## config.mk

```make
export PLATFORM = sky130hd
export DESIGN_NAME = byterun1_bitplane_decoder_top
export DESIGN_NICKNAME = d
export VERILOG_FILES = /design/src/rtl/core/br1d_pkg.sv /design/src/rtl/core/byterun1_bitplane_decoder_top.sv /design/src/rtl/core/br1d_front.sv /design/src/rtl/core/br1d_queue.sv /design/src/rtl/core/br1d_back.sv
export VERILOG_INCLUDE_DIRS = /design/src /design/src/rtl/core
export SDC_FILE = /design/constraint.sdc
export NUM_CORES = 1
export LEC_CHECK = 0
export BUFFER_PORTS_ARGS = -buffer_cell sky130_fd_sc_hd__buf_2
export CORE_MARGIN = 3
export CORE_UTILIZATION = 55
export CTS_CLUSTER_DIAMETER = 40
export DETAILED_ROUTE_END_ITERATION = 10
export GPL_TIMING_DRIVEN = 0
export PLACE_DENSITY = 0.74
export SETUP_SLACK_MARGIN = 0.5
export SYNTH_ARGS = -nofsm -noshare
export SYNTH_HDL_FRONTEND = slang
export SYNTH_SLANG_ARGS = --single-unit
```

## constraint.sdc

```tcl
create_clock -name clk -period 6.97 [get_ports clk]
set_input_delay 0.3485 -clock clk [delete_from_list [all_inputs] [get_ports clk]]
set_output_delay 0.3485 -clock clk [all_outputs]
set_load 0.01 [all_outputs]
```

## src/rtl/core/assert_macros.svh

```systemverilog
// ----------------------------------------------------------------------------
// Assertion macros
// Shared concurrent assertion forms, clocked on clk and disabled in reset.
// ----------------------------------------------------------------------------
`ifndef ASSERT_MACROS_SVH
`define ASSERT_MACROS_SVH

// The consequent must hold in the same cycle as the antecedent.
`define BR1D_ASSERT_IMPLY(label, ante, cons, msg) \
	label: assert property (@(posedge clk) disable iff (!arst_n) (ante) |-> (cons)) \
		else $error(msg);

// The consequent must hold in the cycle after the antecedent.
`define BR1D_ASSERT_NEXT(label, ante, cons, msg) \
	label: assert property (@(posedge clk) disable iff (!arst_n) (ante) |=> (cons)) \
		else $error(msg);

`endif

```

## src/rtl/core/br1d_pkg.sv

```systemverilog
// ----------------------------------------------------------------------------
// ByteRun1 bitplane decoder package
// Types, register indexes and limits shared by the decoder modules.
// ----------------------------------------------------------------------------
package br1d_pkg;

	localparam int unsigned MAX_ROW_BYTES = 160;
	localparam int unsigned MAX_PLANES    = 8;
	localparam int unsigned MAX_LINES     = 4096;
	localparam int unsigned QUEUE_DEPTH   = 4;

	localparam int unsigned CFG_IDX_W  = 3;
	localparam int unsigned CFG_DATA_W = 13;
	localparam int unsigned LINE_CMP_W = 17;

	localparam logic [CFG_IDX_W-1:0] REG_ROW_BYTES       = 3'd0;
	localparam logic [CFG_IDX_W-1:0] REG_PLANE_COUNT     = 3'd1;
	localparam logic [CFG_IDX_W-1:0] REG_MASK_ENABLE     = 3'd2;
	localparam logic [CFG_IDX_W-1:0] REG_LINE_COUNT      = 3'd3;
	localparam logic [CFG_IDX_W-1:0] REG_COMPRESSED_MODE = 3'd4;

	localparam logic [7:0] HDR_SKIP   = 8'h80;
	localparam logic [7:0] COUNT_MASK = 8'h7f;

	typedef enum logic [1:0] {
		PH_HEADER,
		PH_LITERAL,
		PH_VALUE,
		PH_DONE
	} phase_t;

	typedef struct packed {
		logic [7:0] body_byte;
		logic       image_start;
	} in_item_t;

	typedef struct packed {
		logic [7:0]  pixel_value;
		logic [7:0]  run_length;
		logic [11:0] line_index;
		logic [3:0]  plane_index;
		logic [7:0]  start_column;
		logic        store_enable;
		logic        row_overrun;
		logic        image_done;
	} result_t;

	typedef struct packed {
		logic [7:0]  row_bytes;
		logic [3:0]  plane_count;
		logic        mask_enable;
		logic [12:0] line_count;
		logic        compressed_mode;
	} cfg_t;

	// One classified body byte. count is the literal length for a literal
	// header and the repeat count for a repeat header.
	typedef struct packed {
		logic [7:0] value;
		logic       restart;
		logic       lit_hdr;
		logic       skip;
		logic [7:0] count;
	} cmd_t;

endpackage

```

## src/rtl/core/byterun1_bitplane_decoder_top.sv

```systemverilog
// ----------------------------------------------------------------------------
// ByteRun1 bitplane decoder
// Decodes a ByteRun1 picture body into runs tagged with line, plane and column.
// ----------------------------------------------------------------------------
// The decoder takes one body byte per clock and gives at most one run result
// per byte, so it sustains one byte per cycle while results are popped. A
// result reaches the result port by way of the command queue, which takes the
// byte when it is accepted, and the back end, which then registers its run in
// its result register. The back end updates its run and position counters
// once for each byte that it takes; full rises only when QUEUE_DEPTH bytes
// wait behind an unpopped result. Registers must be written only while the
// decoder is idle; the decoder itself does not enforce this.
module byterun1_bitplane_decoder_top #(
	parameter int unsigned QUEUE_DEPTH = br1d_pkg::QUEUE_DEPTH
) (
	input  logic                               clk,
	input  logic                               arst_n,
	input  logic                               push,
	output logic                               full,
	input  br1d_pkg::in_item_t                 item,
	output logic                               empty,
	input  logic                               pop,
	output br1d_pkg::result_t                  result,
	input  logic                               cfg_we,
	input  logic [br1d_pkg::CFG_IDX_W-1:0]     cfg_index,
	input  logic [br1d_pkg::CFG_DATA_W-1:0]    cfg_data
);

	br1d_pkg::cfg_t cfg_q;
	br1d_pkg::cmd_t front_cmd;
	br1d_pkg::cmd_t queue_cmd;
	logic           front_wr;
	logic           queue_valid;
	logic           back_take;

	always_ff @(posedge clk or negedge arst_n) begin
		if (!arst_n) begin
			cfg_q.row_bytes       <= 8'd40;
			cfg_q.plane_count     <= 4'd5;
			cfg_q.mask_enable     <= 1'b0;
			cfg_q.line_count      <= 13'd256;
			cfg_q.compressed_mode <= 1'b1;
		end else if (cfg_we) begin
			case (cfg_index)
				br1d_pkg::REG_ROW_BYTES:       cfg_q.row_bytes       <= cfg_data[7:0];
				br1d_pkg::REG_PLANE_COUNT:     cfg_q.plane_count     <= cfg_data[3:0];
				br1d_pkg::REG_MASK_ENABLE:     cfg_q.mask_enable     <= cfg_data[0];
				br1d_pkg::REG_LINE_COUNT:      cfg_q.line_count      <= cfg_data[12:0];
				br1d_pkg::REG_COMPRESSED_MODE: cfg_q.compressed_mode <= cfg_data[0];
				default: begin
				end
			endcase
		end
	end

	br1d_front u_front (
		.push   (push),
		.q_full (full),
		.item   (item),
		.wr     (front_wr),
		.cmd    (front_cmd)
	);

	br1d_queue #(
		.DEPTH (QUEUE_DEPTH)
	) u_queue (
		.clk      (clk),
		.arst_n   (arst_n),
		.wr       (front_wr),
		.wr_data  (front_cmd),
		.full     (full),
		.rd       (back_take),
		.rd_valid (queue_valid),
		.rd_data  (queue_cmd)
	);

	br1d_back u_back (
		.clk       (clk),
		.arst_n    (arst_n),
		.cfg       (cfg_q),
		.cmd_valid (queue_valid),
		.cmd       (queue_cmd),
		.take      (back_take),
		.empty     (empty),
		.pop       (pop),
		.result    (result)
	);

endmodule

```

## src/rtl/core/br1d_front.sv

```systemverilog
// ----------------------------------------------------------------------------
// ByteRun1 decoder front end
// Accepts body bytes and classifies each one as a possible run header.
// ----------------------------------------------------------------------------
module br1d_front (
	input  logic              push,
	input  logic              q_full,
	input  br1d_pkg::in_item_t item,
	output logic              wr,
	output br1d_pkg::cmd_t    cmd
);

	logic [8:0] rep_sum;

	assign wr      = push && !q_full;
	assign rep_sum = 9'd257 - {1'b0, item.body_byte};

	always_comb begin
		cmd.value   = item.body_byte;
		cmd.restart = item.image_start;
		cmd.lit_hdr = !item.body_byte[7];
		cmd.skip    = (item.body_byte == br1d_pkg::HDR_SKIP);
		if (!item.body_byte[7]) begin
			cmd.count = (item.body_byte & br1d_pkg::COUNT_MASK) + 8'd1;
		end else begin
			cmd.count = rep_sum[7:0];
		end
	end

endmodule

```

## src/rtl/core/br1d_queue.sv

```systemverilog
// ----------------------------------------------------------------------------
// ByteRun1 decoder command queue
// Short first-in first-out buffer between the front end and the back end.
// ----------------------------------------------------------------------------
module br1d_queue #(
	parameter int unsigned DEPTH = br1d_pkg::QUEUE_DEPTH
) (
	input  logic           clk,
	input  logic           arst_n,
	input  logic           wr,
	input  br1d_pkg::cmd_t wr_data,
	output logic           full,
	input  logic           rd,
	output logic           rd_valid,
	output br1d_pkg::cmd_t rd_data
);

	localparam int unsigned PTR_W = (DEPTH > 1) ? $clog2(DEPTH) : 1;
	localparam int unsigned CNT_W = $clog2(DEPTH + 1);
	localparam logic [PTR_W-1:0] LAST_PTR = PTR_W'(DEPTH - 1);
	localparam logic [CNT_W-1:0] FULL_CNT = CNT_W'(DEPTH);

	br1d_pkg::cmd_t   entries_q [DEPTH];
	logic [PTR_W-1:0] wr_ptr_q;
	logic [PTR_W-1:0] rd_ptr_q;
	logic [CNT_W-1:0] count_q;

	assign full     = (count_q == FULL_CNT);
	assign rd_valid = (count_q != '0);
	assign rd_data  = entries_q[rd_ptr_q];

	always_ff @(posedge clk) begin
		if (wr) begin
			entries_q[wr_ptr_q] <= wr_data;
		end
	end

	always_ff @(posedge clk or negedge arst_n) begin
		if (!arst_n) begin
			wr_ptr_q <= '0;
			rd_ptr_q <= '0;
			count_q  <= '0;
		end else begin
			if (wr) begin
				wr_ptr_q <= (wr_ptr_q == LAST_PTR) ? '0 : wr_ptr_q + 1'b1;
			end
			if (rd) begin
				rd_ptr_q <= (rd_ptr_q == LAST_PTR) ? '0 : rd_ptr_q + 1'b1;
			end
			if (wr && !rd) begin
				count_q <= count_q + 1'b1;
			end else if (rd && !wr) begin
				count_q <= count_q - 1'b1;
			end
		end
	end

endmodule

```

## src/rtl/core/br1d_back.sv

```systemverilog
// ----------------------------------------------------------------------------
// ByteRun1 decoder back end
// Runs the run-length state machine, tracks row position and holds results.
// ----------------------------------------------------------------------------
`include "assert_macros.svh"

module br1d_back (
	input  logic              clk,
	input  logic              arst_n,
	input  br1d_pkg::cfg_t    cfg,
	input  logic              cmd_valid,
	input  br1d_pkg::cmd_t    cmd,
	output logic              take,
	output logic              empty,
	input  logic              pop,
	output br1d_pkg::result_t result
);

	localparam logic [8:0] ROW_CAP = 9'(br1d_pkg::MAX_ROW_BYTES);
	localparam logic [4:0] PLANE_CAP = 5'(br1d_pkg::MAX_PLANES);
	localparam logic [br1d_pkg::LINE_CMP_W-1:0] LINE_CAP =
		br1d_pkg::LINE_CMP_W'(br1d_pkg::MAX_LINES);

	br1d_pkg::phase_t phase_q;
	logic [7:0]       lit_left_q;
	logic [7:0]       rep_q;
	logic [7:0]       col_q;
	logic [3:0]       plane_q;
	logic [11:0]      line_q;
	logic             out_valid_q;
	br1d_pkg::result_t out_q;

	logic [7:0] eff_rows;
	logic [3:0] eff_planes;
	logic [4:0] total_planes;
	logic [br1d_pkg::LINE_CMP_W-1:0] eff_lines;

	br1d_pkg::phase_t ph_c;
	br1d_pkg::phase_t ph_n;
	logic [7:0]  lit_c, rep_c, col_c;
	logic [3:0]  plane_c;
	logic [11:0] line_c;
	logic        ignore;

	logic        emit, run_end, ovr, finish;
	logic [7:0]  len;
	logic [8:0]  col_sum;
	logic [7:0]  col_adv;
	logic [7:0]  lit_n, rep_n, col_n;
	logic [3:0]  plane_n;
	logic [11:0] line_n;
	br1d_pkg::result_t res;

	assign take   = cmd_valid && (!out_valid_q || pop);
	assign empty  = !out_valid_q;
	assign result = out_q;

	always_comb begin
		eff_rows   = ({1'b0, cfg.row_bytes} > ROW_CAP) ? ROW_CAP[7:0] : cfg.row_bytes;
		eff_planes = ({1'b0, cfg.plane_count} > PLANE_CAP) ? PLANE_CAP[3:0] : cfg.plane_count;
		total_planes = {1'b0, eff_planes} + {4'd0, cfg.mask_enable};
		if (total_planes == 5'd0) begin
			total_planes = 5'd1;
		end
		eff_lines = (br1d_pkg::LINE_CMP_W'(cfg.line_count) > LINE_CAP) ? LINE_CAP :
			br1d_pkg::LINE_CMP_W'(cfg.line_count);
	end

	// Position as seen by this byte, after an optional picture restart.
	always_comb begin
		if (cmd.restart) begin
			ph_c    = br1d_pkg::PH_HEADER;
			lit_c   = '0;
			rep_c   = '0;
			col_c   = '0;
			plane_c = '0;
			line_c  = '0;
		end else begin
			ph_c    = phase_q;
			lit_c   = lit_left_q;
			rep_c   = rep_q;
			col_c   = col_q;
			plane_c = plane_q;
			line_c  = line_q;
		end
		ignore = (ph_c == br1d_pkg::PH_DONE) ||
			(br1d_pkg::LINE_CMP_W'(line_c) >= eff_lines);
	end

	// Run datapath and row-end bookkeeping.
	always_comb begin
		emit    = 1'b0;
		run_end = 1'b0;
		len     = 8'd1;
		lit_n   = lit_c;
		rep_n   = rep_c;
		if (!ignore) begin
			if (!cfg.compressed_mode) begin
				emit    = 1'b1;
				run_end = 1'b1;
			end else begin
				case (ph_c)
					br1d_pkg::PH_HEADER: begin
						if (cmd.lit_hdr) begin
							lit_n = cmd.count;
						end else if (!cmd.skip) begin
							rep_n = cmd.count;
						end
					end
					br1d_pkg::PH_LITERAL: begin
						emit    = 1'b1;
						lit_n   = (lit_c != 8'd0) ? lit_c - 8'd1 : 8'd0;
						run_end = (lit_n == 8'd0);
					end
					br1d_pkg::PH_VALUE: begin
						emit    = 1'b1;
						len     = rep_c;
						rep_n   = 8'd0;
						run_end = 1'b1;
					end
					default: begin
					end
				endcase
			end
		end

		col_sum = {1'b0, col_c} + {1'b0, len};
		col_adv = col_sum[8] ? 8'hff : col_sum[7:0];
		ovr     = (col_sum > {1'b0, eff_rows});
		col_n   = emit ? col_adv : col_c;

		plane_n = plane_c;
		line_n  = line_c;
		finish  = 1'b0;
		if (run_end && (col_adv >= eff_rows)) begin
			col_n = 8'd0;
			if (({1'b0, plane_c} + 5'd1) < total_planes) begin
				plane_n = plane_c + 4'd1;
			end else begin
				plane_n = 4'd0;
				if ((br1d_pkg::LINE_CMP_W'(line_c) + 1'b1) >= eff_lines) begin
					finish = 1'b1;
				end else begin
					line_n = line_c + 12'd1;
				end
			end
		end

		res.pixel_value  = cmd.value;
		res.run_length   = len;
		res.line_index   = line_c;
		res.plane_index  = plane_c;
		res.start_column = col_c;
		res.store_enable = (plane_c < eff_planes);
		res.row_overrun  = ovr;
		res.image_done   = finish;
	end

	// Next decoding phase.
	always_comb begin
		ph_n = ph_c;
		if (!ignore && cfg.compressed_mode) begin
			case (ph_c)
				br1d_pkg::PH_HEADER: begin
					if (cmd.lit_hdr) begin
						ph_n = br1d_pkg::PH_LITERAL;
					end else if (!cmd.skip) begin
						ph_n = br1d_pkg::PH_VALUE;
					end
				end
				br1d_pkg::PH_LITERAL: begin
					if (run_end) begin
						ph_n = br1d_pkg::PH_HEADER;
					end
				end
				br1d_pkg::PH_VALUE: begin
					ph_n = br1d_pkg::PH_HEADER;
				end
				default: begin
					ph_n = ph_c;
				end
			endcase
		end
		if (finish) begin
			ph_n = br1d_pkg::PH_DONE;
		end
	end

	always_ff @(posedge clk or negedge arst_n) begin
		if (!arst_n) begin
			phase_q     <= br1d_pkg::PH_HEADER;
			lit_left_q  <= '0;
			rep_q       <= '0;
			col_q       <= '0;
			plane_q     <= '0;
			line_q      <= '0;
			out_valid_q <= 1'b0;
		end else begin
			if (take) begin
				phase_q    <= ph_n;
				lit_left_q <= lit_n;
				rep_q      <= rep_n;
				col_q      <= col_n;
				plane_q    <= plane_n;
				line_q     <= line_n;
			end
			if (take && emit) begin
				out_valid_q <= 1'b1;
			end else if (pop) begin
				out_valid_q <= 1'b0;
			end
		end
	end

	always_ff @(posedge clk) begin
		if (take && emit) begin
			out_q <= res;
		end
	end

	`BR1D_ASSERT_IMPLY(a_literal_left, phase_q == br1d_pkg::PH_LITERAL, lit_left_q != 8'd0,
		"literal phase with no literal bytes left")
	`BR1D_ASSERT_IMPLY(a_repeat_count, phase_q == br1d_pkg::PH_VALUE, rep_q >= 8'd2,
		"repeat phase with a repeat count below two")
	`BR1D_ASSERT_IMPLY(a_run_length, out_valid_q, out_q.run_length != 8'd0,
		"result holds a zero run length")
	`BR1D_ASSERT_NEXT(a_image_done, take && finish,
		phase_q == br1d_pkg::PH_DONE && out_valid_q && out_q.image_done,
		"finished picture did not reach the done phase with a marked result")

endmodule

```

; ---- After elaboration in Yosys (flattened, before gate mapping)
; Memory sizes are Yosys's and may differ from the RTL's.
; Cells that the tools add are included.
[word_totals]
register_bits = 120
latchBits = 0
mem_bits_rw = 76
romBits = 0
out_inout_bits = 45
memories = 1
[classes]
n_addsub = 13
mul = 0
n_div = 0
n_lt_le_gt_ge = 9
eq_ne = 11
n_shift = 0
muxes = 55
bitwise = 0
n_reduce_logical = 29
[mem_list]
columns = memory, words, word_bits, rd, rd_clocked_by_memory_dff, write_ports, line
row1 = u_queue.entries_q, 4, 19, 1, 0, 1, br1d_queue.sv:23  ; br1d_pkg::cmd_t entries_q [DEPTH];
[ops]
columns = operator, count
row1 = two-way mux 8 bit, 19
row2 = two-way mux 12 bit, 4
row3 = case mux 8 bit (2 select lines), 2
row4 = >= comparator 12 x 17 -> 1 bit, 1
row5 = >= comparator 17 bit, 1
row6 = two-way mux 2 bit, 8
row7 = two-way mux 4 bit, 4
row8 = adder 12 x 1 -> 13 bit (second input constant), 1
row9 = greater-than comparator 13 bit (second input constant), 1
row10 = two-way mux 13 bit, 1
row11 = adder 12 x 1 -> 12 bit (second input constant), 1
row12 = two-way mux 1 bit, 12
row13 = AND reduction 2 bit, 5
row14 = adder 8 x 8 -> 9 bit, 1
row15 = greater-than comparator 9 x 8 -> 1 bit, 1
row16 = adder 7 x 1 -> 8 bit (second input constant), 1
row17 = == test 2 bit (second input constant), 4
row18 = == test 8 bit (second input constant), 1
row19 = >= comparator 8 bit, 1
row20 = greater-than comparator 8 bit (second input constant), 1
row21 = logical NOT 8 bit, 1
row22 = nonzero test 8 bit, 1
row23 = subtractor 1 x 8 -> 8 bit (first input constant), 1
row24 = subtractor 8 x 1 -> 8 bit (second input constant), 1
row25 = other kinds (26), 43

; ---- Longest topological paths before layout
; An unclocked memory read counts as a cell.
[depth]
word_depth = 12
ltp_mapped = 30
mapped_depth_nobuf = 27

; ---- Cells and area by module
; A second synthesis with hierarchy kept.
[hier_totals]
cells_unflattened = 862
area_unflattened_um2 = 10510.1
[modules_own_cells]
columns = module, instances, cells_each, area_each_um2
row1 = br1d_back, 1, 616, 5914.4
row2 = br1d_queue, 1, 136, 3160.5
row3 = byterun1_bitplane_decoder_top, 1, 60, 1062.3
row4 = br1d_front, 1, 50, 372.9

; ---- Worst setup path after synthesis
; Ideal clock, no wire load.
[synth_timing]
path_kind = register -> register
startpoint = register u_queue.rd_ptr_q[0]
endpoint = register u_back.phase_q[0]
setup_time_ns = 0.126
arrival_ns = 6.894
setup_slack_ns = -0.050
path_stages_with_launch = 30
period_less_slack_ns = 7.020
cell_sequence = dfrtp_1 mux4_2 buf_6 clkbuf_1 buf_1 nor2b_1 ha_1 a21o_1 a211oi_1 o21ai_0 a211oi_1 nand2_1 a21o_1 ha_1 fa_1 a21o_1 a21oi_1 o21bai_1 a21oi_1 o21ai_1 or2_2 ha_1 a21o_1 a211oi_1 o21ai_0 a21oi_1 or3_4 buf_6 nor3_2 o32a_1
[synth_via]
word_cells_on_any_way = 42
[synth_lines]
columns = element, line
row1 = from (decl), br1d_queue.sv:25  ; logic [PTR_W-1:0] rd_ptr_q;
row2 = from (signal assigned), br1d_queue.sv:48  ; rd_ptr_q <= (rd_ptr_q == LAST_PTR) ? '0 : rd_ptr_q + 1'b1;
row3 = memory (4 x 19 bit), -
row4 = two-way mux 12 bit, br1d_back.sv:71  ; if (cmd.restart) begin
row5 = via u_back.line_c[4], br1d_back.sv:42  ; logic [11:0] line_c;
row6 = >= comparator 12 x 17 -> 1 bit, br1d_back.sv:87  ; (br1d_pkg::LINE_CMP_W'(line_c) >= eff_lines);
row7 = logical OR 1 bit, br1d_back.sv:86  ; ignore = (ph_c == br1d_pkg::PH_DONE) ||
row8 = two-way mux 8 bit, br1d_back.sv:97  ; if (!ignore) begin
row9 = via u_back.len[0], br1d_back.sv:46  ; logic [7:0] len;
row10 = adder 8 x 8 -> 9 bit, br1d_back.sv:127  ; col_sum = {1'b0, col_c} + {1'b0, len};
row11 = two-way mux 8 bit, br1d_back.sv:128  ; col_adv = col_sum[8] ? 8'hff : col_sum[7:0];
row12 = >= comparator 8 bit, br1d_back.sv:135  ; if (run_end && (col_adv >= eff_rows)) begin
row13 = logical AND 1 bit, br1d_back.sv:135
row14 = two-way mux 1 bit, br1d_back.sv:135
row15 = via u_back.finish, br1d_back.sv:45  ; logic emit, run_end, ovr, finish;
row16 = two-way mux 2 bit, br1d_back.sv:184  ; if (finish) begin
row17 = to (signal assigned), br1d_back.sv:191  ; phase_q <= br1d_pkg::PH_HEADER;
row18 = to (signal assigned), br1d_back.sv:200  ; phase_q <= ph_n;
row19 = to (decl), br1d_back.sv:24  ; br1d_pkg::phase_t phase_q;
; The timed path passes the listed nets, and every way through them passes these cells.
; A chain may end at the register's enable or synchronous reset.

; ---- Worst setup path in the final report
[layout_timing]
startpoint = register u_queue.rd_ptr_q[0]
endpoint = register u_back.line_q[11]
[layout_via]
word_cells_on_any_way = 34
[layout_lines]
columns = element, line
row1 = memory (4 x 19 bit), -
row2 = two-way mux 12 bit, br1d_back.sv:71
row3 = via u_back.line_c[4], br1d_back.sv:42
row4 = >= comparator 12 x 17 -> 1 bit, br1d_back.sv:87
row5 = logical OR 1 bit, br1d_back.sv:86
row6 = two-way mux 8 bit, br1d_back.sv:97
row7 = via u_back.len[0], br1d_back.sv:46
row8 = adder 8 x 8 -> 9 bit, br1d_back.sv:127
row9 = two-way mux 8 bit, br1d_back.sv:128
row10 = >= comparator 8 bit, br1d_back.sv:135
row11 = logical AND 1 bit, br1d_back.sv:135
row12 = two-way mux 12 bit, br1d_back.sv:135
row13 = to (signal assigned), br1d_back.sv:205  ; line_q <= line_n;
row14 = to (decl), br1d_back.sv:29  ; logic [11:0] line_q;
; The timed path passes the listed nets, and every way through them passes these cells.

==> key figures <==
Drt
  – Routed len/inst: around 20 µm
  – Detailed Routing Iterations Pass 1: 5
  – Routed vias: 7363
  – Final ANT Viol Nets: 0
  – Routed WL: around 24000 µm
  – Drt via density: between 6 and 7
  – # DRC: 0
  – Initial drt markers: approximately 470

Yosys
  – Post-synthesis sequential area ratio: between 50% and 60%
  – Mapped cell area: just over 10000 µm²
  – Synth top area share: between 30% and 40%
  – Synth Register Bits: 196
  – Synth Flop Type: edfxtp_1
  – Avg Cell Area, Syn: approximately 12 µm²
  – Ys async rst share: ~39%
  – Syn nets: 948
  – Synthesized instance count: ~840
  – Yosys cell types: 70
  – EDFF count, synth: ~120
  – Cell taking the most area after synthesis: edfxtp_1
  – Syn. warnings: 0
  – Synth top area cells: edfxtp_1, dfrtp_1, ha_1

Die
  – IO Pins: 75
  – Std cell rows: 49
  – Die Area: 20400 µm²
  – Chip height: 143 µm
  – CORE AREA: between 15000 and 20000 µm²
  – Initial core utilization: between 50% and 60%
  – Die X-Extent: 143 µm

Clock tree
  – CTS H-tree lvls: 4
  – Clock sink count: between 150 and 200
  – Clock root cell: clkbuf_16
  – CTS buffer count: 17
  – Clk_lat worst skew: roughly 0.45 ns
  – Worst-path clk slew: 0.09 ns
  – Clock Path Buffers: 2
  – TritonCTS clock tree: yes

Final layout
  – Non-Filler Instances: 1212
  – P&R area growth vs syn: 20.1%
  – Most frequent cells in the layout: edfxtp_1, nand2_1, buf_2
  – Layout Utilization: just under 70%
  – Fin nets: 1077
  – Share of layout cells above drive strength 1: ~27%
  – # diodes: 0
  – Design area: approximately 12000 µm²
  – Filler cells: ~1.3k
  – Most common cell after layout, fill and taps aside: edfxtp_1

Worst setup path
  – Worst endpoint required time: 7.31 ns
  – Worst Setup End Kind: register
  – Critical path class: reg2reg
  – Reg2Reg Setup Slack: about 0.48 ns
  – Startpoint types: register
  – Worst-path fanout max: 7
  – Reg2Reg Depth: 27
  – Worst R2R End: u_back.line_q[11]
  – Critical Path AT: between 6 and 7 ns
  – End of the critical path: u_back.line_q[11]
  – Reg-to-Reg Start: u_queue.rd_ptr_q[0]
  – Crit path from: u_queue.rd_ptr_q[0]

Pwr
  – Power Density: slightly below 400 nW/µm²
  – Pleak: between 5 and 6 nW
  – VDD IR max: slightly above 0.0003 V

Place
  – Post-DP HPWL: between 15000 and 20000 µm
  – Post-DP Area: between 10000 and 15000 µm²
  – Placed instance count: 1146
  – Routability cong.: roughly 0.9
  – IO Port Bufs: 74

STA
  – RSZ-0062 raised after global routing: yes
  – Post-route minimum period: approximately 6.5 ns
  – Setup_tns: 0 ns
  – Setup violators final: 0
  – Final Max Tran Viols: 0
  – Final Hold Viols: 0
  – Slew Limit Headroom: between 20% and 30%
  – Layout Skew: around 0.019 ns
  – Measured slew at the worst slew-check pin: approximately 1.1 ns
  – Fmax: between 150 and 200 MHz
  – Worst hold slack: roughly 0.12 ns
  – Final period util: a little over 90%

GRT
  – Initial antenna violation count: 0
  – Vias in the first global route: 7295
  – Congestion Overflow GR: 0
  – GRT Util Overall: between 20% and 30%
  – First-pass GRT wire length: between 30000 and 40000 µm
  – Pin count of the biggest net entering global routing: 46

Outcome
  – Status: complete, no violations

Worst hold path
  – Hold Crit Start: item[0]
  – Hold crit path type: in2reg

Run
  – Max-cap viol count: 0
==> stage by stage <==
stage          power, W  worst slack, ns
2_1_floorplan   0.00294            0.538
6_report        0.00485            0.476
3_3_place_gp    0.00347           -0.770
5_1_grt         0.00512            0.194
4_1_cts         0.00467            0.447
3_5_place_dp    0.00352           -0.794
==> what timing repair did <==
item,CTS,global route
hold buffers,1,0
endpoints found under the hold margin,29,0
pin swaps,8,35
setup buffers,17,13
gates cloned,0,3
resized for setup,31,51
setup endpoints to repair,28,27
==> power by group <==
group | total [W] | switching, W | internal (W)
registers | 0.00177 | 0.000141 | 0.00163
logic | 0.00202 | 0.00118 | 0.000836
clock network | 0.00107 | 0.000551 | 0.000517
total | 0.00485 | 0.00187 | 0.00298
==> worst max-delay path, stage by stage (launching register included) <==
cell      delay (ns)
dfrtp_2         0.40
mux4_2          0.54
buf_6           0.17
buf_12          0.14
buf_12          0.13
nor2b_4         0.15
ha_4            0.22
a21o_1          0.19
a211oi_2        0.24
o21ai_2         0.14
a211oi_4        0.30
nand2_4         0.09
a21o_1          0.19
ha_2            0.21
fa_2            0.41
a21o_1          0.20
a21oi_2         0.15
o21bai_1        0.10
a21oi_2         0.23
o21ai_4         0.12
buf_6           0.14
or2_2           0.30
ha_2            0.32
o21a_1          0.12
a21oi_2         0.10
or3_4           0.45
nor4_4          0.28
mux2_4          0.33
==> worst min-delay path by stage <==
stage	to	depth (start not counted)
final	u_queue.entries_q[1][10]	1
after global routing	u_queue.entries_q[1][10]	1
after CTS	u_queue.entries_q[1][10]	1
after detailed placement	u_back.rep_q[2]	1
after global placement	u_back.col_q[0]	2
after floorplan	cfg_q[10]	0
==> state kept, by name, indices dropped and copies added (netlist names), 3 cells and up <==
name               count
u_queue.count_q        3
u_back.col_q           8
u_back.line_q         12
u_back.result         43
u_back.rep_q           8
u_queue.entries_q     76
u_back.lit_left_q      8
u_back.plane_q         4
cfg_q                 27
==> routing by layer <==
layer / up-vias / GRT usage (%) / share of wire [%]
met2: 237 / 39.1 / 48
met1: 3651 / 33.1 / 44
met5: - / 0 / 0
met4: 0 / 5.75 / 1.5
met3: 38 / 4.62 / 6.1
li1: 3437 / - / -
==> cell usage after synthesis (3+ instances only) <==
library cell	number
a211oi_1	5
dfrtp_1	71
mux2_2	29
clkbuf_1	22
o21ai_0	41
o21ai_1	4
dfstp_2	6
nor2_1	26
buf_2	4
buf_1	5
o41ai_1	8
a21oi_1	23
edfxtp_1	119
xor2_1	12
xnor2_1	16
nand2_1	84
ha_1	75
o31ai_1	7
mux2i_1	3
nand3_1	25
nor3b_1	12
a21o_1	14
a31oi_1	5
a22o_1	29
or2_2	8
nand2b_1	9
or3_1	4
and3_1	8
and2_1	8
nand4_1	15
nor3_1	9
o21a_1	7
inv_1	32
nand4b_1	3
mux4_2	19
nor2b_1	26
==> area by class of cell <==
cell class,instances,area [µm²],share of cell area [%]
timing repair buffer,110,744,6.01
multi-input combinational,580,4860,39.2
sequential,196,5510,44.5
buffer,33,208,1.68
tap,229,287,2.31
inverter,32,120,0.970
clock buffer,17,425,3.43
clock inverter,15,233,1.88
==> logic make-up (layout without fill, tap and decap cells) <==
group                    Yosys count  in the layout  synth area share (%)
AO/OA/AOI/OAI                    171            171                  11.6
XOR/XNOR                          28             28                  2.38
adder cells (fa/ha/maj)           77             77                  9.49
buffers and inverters             65            207                  2.56
flip-flops                       196            196                  53.4
multiplexers                      51             51                  7.61
other                              1              1                0.0364
AND/OR/NAND/NOR                  252            252                  12.9
Power figures use the tool's default switching activity.
